--- src/cht_pkg.sv ---
// Package for the coalesced hash table: sizes, status codes, sequencer states
// and the request struct between the sequencer and the slot store.
// No dependencies.
package cht_pkg;

  // Table geometry. The home slot is taken as the low bits of the key,
  // so TABLE_SIZE is kept at a power of two.
  localparam int TABLE_SIZE = 32;
  localparam int IDX_W      = $clog2(TABLE_SIZE);
  localparam int KEY_W      = 31;
  localparam int STATUS_W   = 3;
  localparam int OUT_IDX_W  = 5;

  // Result status codes
  localparam logic [STATUS_W-1:0] ST_INSERTED  = 3'd0;
  localparam logic [STATUS_W-1:0] ST_FOUND     = 3'd1;
  localparam logic [STATUS_W-1:0] ST_DUPLICATE = 3'd2;
  localparam logic [STATUS_W-1:0] ST_NOT_FOUND = 3'd3;
  localparam logic [STATUS_W-1:0] ST_FULL      = 3'd4;

  // Operation codes
  localparam logic OP_INSERT = 1'b0;
  localparam logic OP_FIND   = 1'b1;

  typedef enum logic [2:0] {
    S_IDLE,
    S_HOME,
    S_READ,
    S_CMP,
    S_PROBE,
    S_RESULT
  } cht_state_t;

  // Access request from the sequencer to the slot store
  typedef struct packed {
    logic [IDX_W-1:0] rd_addr;
    logic             fill_we;     // store key and mark slot used
    logic [IDX_W-1:0] fill_addr;
    logic [KEY_W-1:0] fill_key;
    logic             link_we;     // link chain end to the new slot
    logic [IDX_W-1:0] link_addr;
    logic [IDX_W-1:0] link_data;
  } cht_store_req_t;

endpackage

--- src/cht_if.sv ---
// Valid/ready channel interfaces for request and result items.
// Depends on cht_pkg.
interface cht_in_if;
  logic                  valid;
  logic                  ready;
  logic                  operation;
  logic [cht_pkg::KEY_W-1:0] key;

  modport source (output valid, output operation, output key, input ready);
  modport sink   (input valid, input operation, input key, output ready);
endinterface

interface cht_out_if;
  logic                         valid;
  logic                         ready;
  logic [cht_pkg::STATUS_W-1:0]  status;
  logic [cht_pkg::OUT_IDX_W-1:0] slot_index;

  modport source (output valid, output status, output slot_index, input ready);
  modport sink   (input valid, input status, input slot_index, output ready);
endinterface

--- src/cht_store.sv ---
// Slot store: key and link memories with registered read, plus used and
// link-valid flags in flip-flops cleared by reset. Depends on cht_pkg.
module cht_store (
  input  logic                          clk,
  input  logic                          rst_n,
  input  cht_pkg::cht_store_req_t       req,
  output logic [cht_pkg::KEY_W-1:0]     rd_key,
  output logic [cht_pkg::IDX_W-1:0]     rd_link,
  output logic [cht_pkg::TABLE_SIZE-1:0] used,
  output logic [cht_pkg::TABLE_SIZE-1:0] linked
);
  import cht_pkg::*;

  logic [KEY_W-1:0] key_mem  [TABLE_SIZE];
  logic [IDX_W-1:0] link_mem [TABLE_SIZE];
  logic [KEY_W-1:0] rd_key_r;
  logic [IDX_W-1:0] rd_link_r;
  logic [TABLE_SIZE-1:0] used_r;
  logic [TABLE_SIZE-1:0] linked_r;

  // Key memory: one write, one registered read
  always_ff @(posedge clk) begin
    if (req.fill_we) begin
      key_mem[req.fill_addr] <= req.fill_key;
    end
    rd_key_r <= key_mem[req.rd_addr];
  end

  // Link memory: entries only meaningful where linked_r is set
  always_ff @(posedge clk) begin
    if (req.link_we) begin
      link_mem[req.link_addr] <= req.link_data;
    end
    rd_link_r <= link_mem[req.rd_addr];
  end

  // Flags, cleared at reset: every slot empty, no links
  always_ff @(posedge clk) begin
    if (!rst_n) begin
      used_r   <= '0;
      linked_r <= '0;
    end else begin
      if (req.fill_we) used_r[req.fill_addr] <= 1'b1;
      if (req.link_we) linked_r[req.link_addr] <= 1'b1;
    end
  end

  assign rd_key  = rd_key_r;
  assign rd_link = rd_link_r;
  assign used    = used_r;
  assign linked  = linked_r;

endmodule

--- src/coalesced_hash_table.sv ---
// Top level of the coalesced hash table: request sequencer and result register.
// Depends on cht_pkg, cht_if (cht_in_if, cht_out_if) and cht_store.
//
//   channel   dir  payload                      accepted when
//   in_ch     in   operation, key               valid && ready
//   out_ch    out  status, slot_index           valid && ready
//
// One item at a time. Empty home slot: the item ends in S_HOME and the result
// is then held valid in S_RESULT until taken. Otherwise each chain slot
// visited takes a key/link memory read (S_READ) and a compare (S_CMP), then an
// insert probes slot by slot in S_PROBE for a free one (up to 31).
// Synchronous active-low reset clears the used and link flags at once.
// in_ch.ready is low during reset and from accept until the result item is
// taken on out_ch.
module coalesced_hash_table (
  input  logic     clk,
  input  logic     rst_n,
  cht_in_if.sink   in_ch,
  cht_out_if.source out_ch
);
  import cht_pkg::*;

  cht_state_t        state_r, state_nxt;
  logic              op_r, op_nxt;
  logic [KEY_W-1:0]  key_r, key_nxt;
  logic [IDX_W-1:0]  cur_r, cur_nxt;     // chain walk slot / chain end
  logic [IDX_W-1:0]  cand_r, cand_nxt;   // probe candidate
  logic [IDX_W-1:0]  cnt_r, cnt_nxt;     // probe count
  logic [STATUS_W-1:0]  status_r, status_nxt;
  logic [OUT_IDX_W-1:0] index_r, index_nxt;

  cht_store_req_t        req;
  logic [KEY_W-1:0]      rd_key;
  logic [IDX_W-1:0]      rd_link;
  logic [TABLE_SIZE-1:0] used;
  logic [TABLE_SIZE-1:0] linked;

  cht_store u_store (
    .clk    (clk),
    .rst_n  (rst_n),
    .req    (req),
    .rd_key (rd_key),
    .rd_link(rd_link),
    .used   (used),
    .linked (linked)
  );

  // State and control registers
  always_ff @(posedge clk) begin
    if (!rst_n) begin
      state_r <= S_IDLE;
    end else begin
      state_r <= state_nxt;
    end
  end

  // Payload registers
  always_ff @(posedge clk) begin
    op_r     <= op_nxt;
    key_r    <= key_nxt;
    cur_r    <= cur_nxt;
    cand_r   <= cand_nxt;
    cnt_r    <= cnt_nxt;
    status_r <= status_nxt;
    index_r  <= index_nxt;
  end

  // Sequencer
  always_comb begin
    state_nxt  = state_r;
    op_nxt     = op_r;
    key_nxt    = key_r;
    cur_nxt    = cur_r;
    cand_nxt   = cand_r;
    cnt_nxt    = cnt_r;
    status_nxt = status_r;
    index_nxt  = index_r;

    req           = '0;
    req.rd_addr   = cur_r;
    req.fill_addr = cur_r;
    req.fill_key  = key_r;
    req.link_addr = cur_r;
    req.link_data = cand_r;

    in_ch.ready  = 1'b0;
    out_ch.valid = 1'b0;

    case (state_r)
      S_IDLE: begin
        in_ch.ready = rst_n;
        if (in_ch.valid) begin
          op_nxt    = in_ch.operation;
          key_nxt   = in_ch.key;
          cur_nxt   = in_ch.key[IDX_W-1:0];  // key mod TABLE_SIZE
          state_nxt = S_HOME;
        end
      end

      // Empty home slot ends the item at once
      S_HOME: begin
        if (!used[cur_r]) begin
          if (op_r == OP_FIND) begin
            status_nxt = ST_NOT_FOUND;
            index_nxt  = '0;
          end else begin
            req.fill_we = 1'b1;
            status_nxt  = ST_INSERTED;
            index_nxt   = OUT_IDX_W'(cur_r);
          end
          state_nxt = S_RESULT;
        end else begin
          state_nxt = S_READ;
        end
      end

      // Memory read of cur_r is in flight
      S_READ: begin
        state_nxt = S_CMP;
      end

      S_CMP: begin
        if (rd_key == key_r) begin
          if (op_r == OP_FIND) begin
            status_nxt = ST_FOUND;
            index_nxt  = OUT_IDX_W'(cur_r);
          end else begin
            status_nxt = ST_DUPLICATE;
            index_nxt  = '0;
          end
          state_nxt = S_RESULT;
        end else if (linked[cur_r]) begin
          cur_nxt   = rd_link;
          state_nxt = S_READ;
        end else if (op_r == OP_FIND) begin
          status_nxt = ST_NOT_FOUND;
          index_nxt  = '0;
          state_nxt  = S_RESULT;
        end else begin
          // chain end reached: probe forward with wraparound
          cand_nxt  = cur_r + 1'b1;
          cnt_nxt   = IDX_W'(1);
          state_nxt = S_PROBE;
        end
      end

      S_PROBE: begin
        if (!used[cand_r]) begin
          req.fill_we   = 1'b1;
          req.fill_addr = cand_r;
          req.link_we   = 1'b1;
          status_nxt    = ST_INSERTED;
          index_nxt     = OUT_IDX_W'(cand_r);
          state_nxt     = S_RESULT;
        end else if (cnt_r == IDX_W'(TABLE_SIZE - 1)) begin
          status_nxt = ST_FULL;
          index_nxt  = '0;
          state_nxt  = S_RESULT;
        end else begin
          cand_nxt = cand_r + 1'b1;
          cnt_nxt  = cnt_r + 1'b1;
        end
      end

      S_RESULT: begin
        out_ch.valid = 1'b1;
        if (out_ch.ready) begin
          state_nxt = S_IDLE;
        end
      end

      default: begin
        state_nxt = S_IDLE;
      end
    endcase
  end

  assign out_ch.status     = status_r;
  assign out_ch.slot_index = index_r;

endmodule

--- src/flat_wrapper.sv ---
// flat-port wrapper written by rule: the top's interface ports become plain ports
module coalesced_hash_table_flat import cht_pkg::*;
  (clk, rst_n, in_ch_valid, in_ch_operation, in_ch_key, in_ch_ready, out_ch_valid, out_ch_status, out_ch_slot_index, out_ch_ready);
  cht_in_if in_ch_i ();
  cht_out_if out_ch_i ();
  input  logic clk;
  input  logic rst_n;
  input wire logic [$bits(in_ch_i.valid)-1:0] in_ch_valid;
  input wire logic [$bits(in_ch_i.operation)-1:0] in_ch_operation;
  input wire logic [$bits(in_ch_i.key)-1:0] in_ch_key;
  output wire logic [$bits(in_ch_i.ready)-1:0] in_ch_ready;
  output wire logic [$bits(out_ch_i.valid)-1:0] out_ch_valid;
  output wire logic [$bits(out_ch_i.status)-1:0] out_ch_status;
  output wire logic [$bits(out_ch_i.slot_index)-1:0] out_ch_slot_index;
  input wire logic [$bits(out_ch_i.ready)-1:0] out_ch_ready;
  assign in_ch_i.valid = in_ch_valid;
  assign in_ch_i.operation = in_ch_operation;
  assign in_ch_i.key = in_ch_key;
  assign in_ch_ready = in_ch_i.ready;
  assign out_ch_valid = out_ch_i.valid;
  assign out_ch_status = out_ch_i.status;
  assign out_ch_slot_index = out_ch_i.slot_index;
  assign out_ch_i.ready = out_ch_ready;
  coalesced_hash_table u_core (.clk(clk), .rst_n(rst_n), .in_ch(in_ch_i), .out_ch(out_ch_i));
endmodule
--- config.mk ---
export PLATFORM = sky130hd
export DESIGN_NAME = coalesced_hash_table_flat
export DESIGN_NICKNAME = d
export VERILOG_FILES = /design/src/cht_pkg.sv /design/src/cht_if.sv /design/src/cht_store.sv /design/src/coalesced_hash_table.sv /design/src/flat_wrapper.sv
export SDC_FILE = /design/constraint.sdc
export NUM_CORES = 1
export LEC_CHECK = 0
export BUFFER_PORTS_ARGS = -buffer_cell sky130_fd_sc_hd__buf_4
export CORE_MARGIN = 2
export CORE_UTILIZATION = 26
export CTS_CLUSTER_SIZE = 12
export DETAILED_ROUTE_END_ITERATION = 10
export SLEW_MARGIN = 25
export SYNTH_ARGS = -nofsm -noshare
export SYNTH_HDL_FRONTEND = slang
export SYNTH_SLANG_ARGS = --single-unit
export TNS_END_PERCENT = 30
--- constraint.sdc ---
create_clock -name clk -period 6.49 [get_ports clk]
set_clock_uncertainty 0.15 [all_clocks]
set_input_delay 1.298 -clock clk [delete_from_list [all_inputs] [get_ports clk]]
set_output_delay 1.298 -clock clk [all_outputs]
set_load 0.02 [all_outputs]
==> flow_metrics.py, run 1 <==
metrics = {
    "run_status": {
        "status": "finished, final reports clean",
    },
    "global_routing": {
        "first_global_vias": 24850,
        "antenna_found_initial": 4,
        "overflow": 0,
        "grt_usage_pct": 12.76,
        "grt_max_degree": 136,
        "grt_pass1_wl_um": 179900,
    },
    "sta": {
        "slew_viol_final": 0,
        "finalCritPeriodShare_pct": 69.41,
        "slew_headroom_pct": 25.77,
        "grt_setup_unrepaired": "no",
        "tightest_slew_ns": 1.111,
        "setup-tns-final_ns": 0,
        "max_freq_ghz": 0.2220,
        "finalHoldViolations": 0,
        "layout_setup_ws_ns": 1.985,
        "period_needed_ns": 4.505,
        "setup_viol": 0,
        "fin_hold_ws_ns": 0.3095,
    },
    "cells_and_area": {
        "utilization_pct": 30.47,
        "stdcell_count": 5092,
        "syn_to_final_growth_pct": 16.60,
        "drive_gt1_share_pct": 26.00,
        "finalNetCount": 2517,
        "num_antenna_cells": 0,
        "final_area_um2": 57830,
    },
    "die": {
        "start_util_pct": 26.14,
        "dieWidth_um": 440.8,
        "boundaryPins": 46,
        "core_area_um2": 189800,
        "die_area_um2": 194300,
        "dieHeight_um": 440.8,
        "rows": 160,
    },
    "placed_design": {
        "place_ws_ns": 1.666,
        "gp_congestion": 0.8113,
        "dp_hpwl_um": 71690,
        "placed_cell_area_um2": 53660,
        "dp.cells": 4847,
        "io_buffers": 45,
    },
    "clock_network": {
        "cts_max_path_buffers": 3,
        "cts.sinks": 1310,
        "hold_buffers": 0,
        "numCtsBuffers": 136,
        "htreeDepth": 4,
        "clockRootBuffer": "clkbuf_16",
        "post_cts_resize_count": 0,
        "clk_latency_ns": 0.77,
        "cts_tree": "yes",
        "post_cts_buffers": 0,
        "clk_pin_slew_worst_paths_ns": 0.06,
    },
    "detailed_routing": {
        "postRouteAntennaNets": 0,
        "wl_per_cell_um": 24.52,
        "num_vias": 24250,
        "via_per_inst": 4.763,
        "drt-pass1-iter-count": 6,
        "post-route-drc-count": 0,
        "drt-initial-drc-count": 2851,
        "wl_um": 124900,
    },
    "yosys": {
        "synth.area.top_cells": "edfxtp_1 73%, mux4_2 14%, dfxtp_1 4.2%, a22oi_1 2.2%, o21a_1 0.98%",
        "synth.ff_latch_count": 1310,
        "syn_inst": 2328,
        "synth-edff-count": 1207,
        "yosys.area.top_type": "edfxtp_1",
        "syn-num-nets": 2367,
        "yosys_warnings": 0,
        "seq_area_frac_synth_pct": 77.23,
        "yosysUniqueCellTypes": 61,
        "syn_avg_cell_area_um2": 21.31,
        "syn-cell-area_um2": 49600,
        "synth_top_area_share_pct": 73.07,
        "synthFlopType": "edfxtp_1",
        "async_flop_share_pct": 0,
    },
    "critical_path": {
        "end_kind": "flip-flop",
        "reg2regPathDepth": 7,
        "crit_required_ns": 6.76,
        "cp.arrival_ns": 4.78,
        "crit_path_start_kind": "flip-flop",
        "worstSetupPathType": "flip-flop to flip-flop",
        "cp_max_fo": 21,
    },
    "min_path": {
        "whs_path_depth": 1,
        "hp-class": "flip-flop to flip-flop",
    },
    "power_and_ir_drop": {
        "p_per_area_nw_per_um2": 346.5,
        "leakage_nw": 17.62,
        "finalPower_mw": 20.04,
        "max-vdd-ir-drop_uv": 163.9,
    },
    "run": {
        "max-cap-violations": 0,
    },
}
cells in the mapped netlist (16+ instances only):
cell      instances
edfxtp_1       1207
mux4_2          298
a22oi_1         144
dfxtp_1         103
clkbuf_1         84
nor2_1           81
o21a_1           65
nand2_1          42
nand4_1          41
buf_2            38
mux2i_1          31
xor2_1           21
xnor2_1          16
kinds of logic (layout without fill, tap and decap cells):
| group | Yosys count | count (layout) | synth area share (%) |
|---|---|---|---|
| flip-flops | 1310 | 1310 | 77.23 |
| AND/OR/NAND/NOR | 241 | 241 | 2.487 |
| AO/OA/AOI/OAI | 266 | 266 | 4.059 |
| multiplexers | 334 | 334 | 14.29 |
| buffers and inverters | 137 | 390 | 1.201 |
| XOR/XNOR | 37 | 37 | 0.6533 |
| adder cells (fa/ha/maj) | 3 | 3 | 0.07569 |
critical path: stages (launching register included):
cell,delay [ns]
edfxtp_1,0.75
or3b_1,0.52
o221ai_1,0.21
o21ai_1,0.11
and3_1,0.49
a41oi_2,0.60
nor2_4,0.86
buf_4,0.42
state kept, by name, indices dropped and copies added, names as in the netlist:
name                      flops
u_core.cand_r                 5
u_core.cnt_r                  5
u_core.cur_r                  5
u_core.key_r                 31
u_core.op_r                   1
u_core.out_ch.slot_index      5
u_core.out_ch.status          3
u_core.state_r                3
u_core.u_store.key_mem      992
u_core.u_store.link_mem     160
u_core.u_store.linked        32
u_core.u_store.rd_key        31
u_core.u_store.rd_link        5
u_core.u_store.used          32
routing by layer:
metal / routed length [um] / share of wire, % / global-route usage (%) / up-vias
met3: 9424 / 7.5 / 3.156 / 214
met1: 51940 / 42 / 17.07 / 12970
li1: - / - / - / 10090
met5: 21 / 0.017 / 0 / -
met2: 59390 / 48 / 20.10 / 979
met4: 4087 / 3.3 / 4.646 / 4
cells in the final DEF (no fill, tap or decap), drive strengths merged, types with 32 or more instances in the layout:
cell type and count:
edfxtp 1207, mux4 298, clkbuf 214, a22oi 144, buf 143, dfxtp 103
nor2 81, o21a 65, nand2 45, nand4 41, mux2i 32
path summary, 6_finish.rpt:
check                                  from                        endpoint  slack (ns)
setup / recovery            u_core.cur_r[4]  u_core.u_store.key_mem[23][18]        1.99
hold / removal    u_core.u_store.linked[18]       u_core.u_store.linked[18]        0.31
setup reg to reg            u_core.cur_r[4]  u_core.u_store.key_mem[23][18]        1.99
hold reg to reg   u_core.u_store.linked[18]       u_core.u_store.linked[18]        0.31
power by group:
group          internal, mW  switching (mW)  leakage (nW)  total [mW]
logic                 0.993            1.70          3.93        2.70
registers              9.83           0.232          11.7        10.1
clock network          4.12            3.16          1.97        7.28
total                  14.9            5.09          17.6        20.0
cell type report:
cell class,count,area (um2)
clock buffers,214,3859
repair buffers,143,1284
clock inverters,27,222.7
flip-flops and latches,1310,38310
inverters,6,22.52
multi-input cells,881,11000
well taps,2511,3142
fillers,18210,131900
Note: power is estimated with default switching activity, not from simulation.
==> run 2, diff against run 1 <==
==> constraint.sdc (replaced) <==
create_clock -name clk -period 3.7 [get_ports clk]
set_clock_uncertainty 0.15 [all_clocks]
set_input_delay 0.74 -clock clk [delete_from_list [all_inputs] [get_ports clk]]
set_output_delay 0.74 -clock clk [all_outputs]
set_load 0.02 [all_outputs]
==> run 2 against run 1 <==
  * Flip-flop and latch count stayed put
  * Sequential share of layout area shrank 1.9 points
  * Register-to-register slack worse by 1.8 ns
  * Largest cell class unchanged
  * Largest power group unchanged
==> flow_metrics.py, run 2 (synthesis results as in run 1) <==
metrics = {
    "detailed_routing": {
        "post-route-drc-count": 0,
        "drt-pass1-iter-count": 5,
        "num_vias": 24740,
        "drt-initial-drc-count": 2906,
        "wl_um": 128200,
        "via_per_inst": 4.727,
        "wl_per_cell_um": 24.49,
        "postRouteAntennaNets": 0,
    },
    "sta": {
        "period_needed_ns": 3.527,
        "finalCritPeriodShare_pct": 95.33,
        "slew_viol_final": 0,
        "tightest_slew_ns": 1.017,
        "slew_headroom_pct": 32.18,
        "setup-tns-final_ns": 0,
        "fin_hold_ws_ns": 0.04808,
        "finalHoldViolations": 0,
        "max_freq_ghz": 0.2835,
        "layout_setup_ws_ns": 0.1728,
        "grt_setup_unrepaired": "no",
        "setup_viol": 0,
    },
    "placed_design": {
        "io_buffers": 45,
        "dp_hpwl_um": 76550,
        "dp.cells": 4949,
        "placed_cell_area_um2": 54790,
        "gp_congestion": 0.8351,
        "place_ws_ns": 0.1472,
    },
    "power_and_ir_drop": {
        "p_sw_mw": 9.262,
        "leakage_nw": 18.51,
        "clkPwrFrac_pct": 37.5,
        "max-vdd-ir-drop_uv": 549.7,
        "p_per_area_nw_per_um2": 610.8,
        "internal_power_mw": 27.10,
        "combPwrFrac_pct": 14.1,
        "sw_frac_of_total_pct": 25.47,
        "finalPower_mw": 36.37,
        "seq_power_share_pct": 48.4,
    },
    "global_routing": {
        "grt_pass1_wl_um": 183500,
        "first_global_vias": 25050,
        "overflow": 0,
        "grt_usage_pct": 13.08,
        "antenna_found_initial": 4,
        "grt_max_degree": 113,
    },
    "run": {
        "max-cap-violations": 0,
    },
    "die": {
        "dieHeight_um": 440.8,
        "dieWidth_um": 440.8,
        "boundaryPins": 46,
        "rows": 160,
        "die_area_um2": 194300,
        "core_area_um2": 189800,
        "start_util_pct": 26.14,
    },
    "cells_and_area": {
        "fillers": 18140,
        "num_antenna_cells": 0,
        "final_cell_mix": "1207 x edfxtp_1, 298 x mux4_2, 202 x buf_4",
        "mostFrequentLayoutCell": "edfxtp_1",
        "stdcell_count": 5234,
        "top_register": "u_core.u_store.key_mem",
        "drive_gt1_share_pct": 29.20,
        "finalNetCount": 2647,
        "reg_top3": "u_core.u_store.key_mem (992), u_core.u_store.link_mem (160)",
        "utilization_pct": 31.37,
        "final_area_um2": 59540,
        "largest_reg_flops": 992,
        "syn_to_final_growth_pct": 20.04,
    },
    "min_path": {
        "hp-class": "primary input to flip-flop",
    },
    "critical_path": {
        "end_kind": "flip-flop",
        "cp.arrival_ns": 3.82,
        "cp_max_fo": 14,
        "crit_path_start_kind": "flip-flop",
        "crit_required_ns": 3.99,
        "worstSetupPathType": "flip-flop to flip-flop",
    },
    "run_status": {
        "status": "finished, final reports clean",
    },
    "clock_network": {
        "clk_latency_ns": 0.76,
        "cts_max_path_buffers": 3,
        "clk_pin_slew_worst_paths_ns": 0.06,
        "cts_tree": "yes",
        "cts.sinks": 1310,
        "clockRootBuffer": "clkbuf_16",
        "numCtsBuffers": 141,
        "htreeDepth": 4,
    },
}
[run 2: per-layer routing]
| layer | global-route usage, % | wire (um) | share of wire, % |
|---|---|---|---|
| met1 | 17.89 | 55090 | 43 |
| met2 | 20.97 | 61270 | 48 |
| met3 | 2.666 | 8702 | 6.8 |
| met4 | 3.837 | 3140 | 2.4 |
| met5 | 0 | 0 | 0 |
[run 2: final timing paths]
path	from	end	slack, ns	cells past startpoint
min reg2reg	u_core.u_store.linked[18]	u_core.u_store.linked[18]	0.31	1
min	in_ch_key[7]	u_core.key_r[7]	0.05	1
max reg2reg	u_core.cur_r[0]	u_core.u_store.key_mem[13][7]	0.17	8
max	u_core.cur_r[0]	u_core.u_store.key_mem[13][7]	0.17	8
[run 2: what timing repair did]
item / in CTS / in global routing
setup endpoints to repair: 0 / 17
setup buffers: 0 / 3
hold endpoints to repair: 24 / 0
resized for setup: 0 / 1
hold buffers: 24 / 0
[run 2: power groups by stage]
stage	combinational (mW)	sequential, mW	clock (mW)
after floorplan	2.75	18.0	0
after global placement	5.11	17.9	0
after detailed placement	5.15	17.9	0
after CTS	5.19	17.6	13.9
after global routing	5.47	17.6	14.5
final	5.14	17.6	13.6
[run 2: cell type report]
type / instances / area, um2 / area share, %
sequential: 1310 / 38310 / 64.34
multi-input combinational: 881 / 10990 / 18.45
clock buffer: 213 / 4034 / 6.775
tap: 2511 / 3142 / 5.277
timing repair buffer: 268 / 2597 / 4.363
clock inverter: 45 / 450.4 / 0.7565
inverter: 6 / 22.52 / 0.03783
[run 2: critical path: stages (launching register included)]
cell and delay [ns]:
edfxtp_1 0.48, buf_4 0.16, mux4_2 0.50, nand2_1 0.08
nor4bb_1 0.37, and3_1 0.39, a31oi_2 0.18, nor2_4 0.59
buf_4 0.32
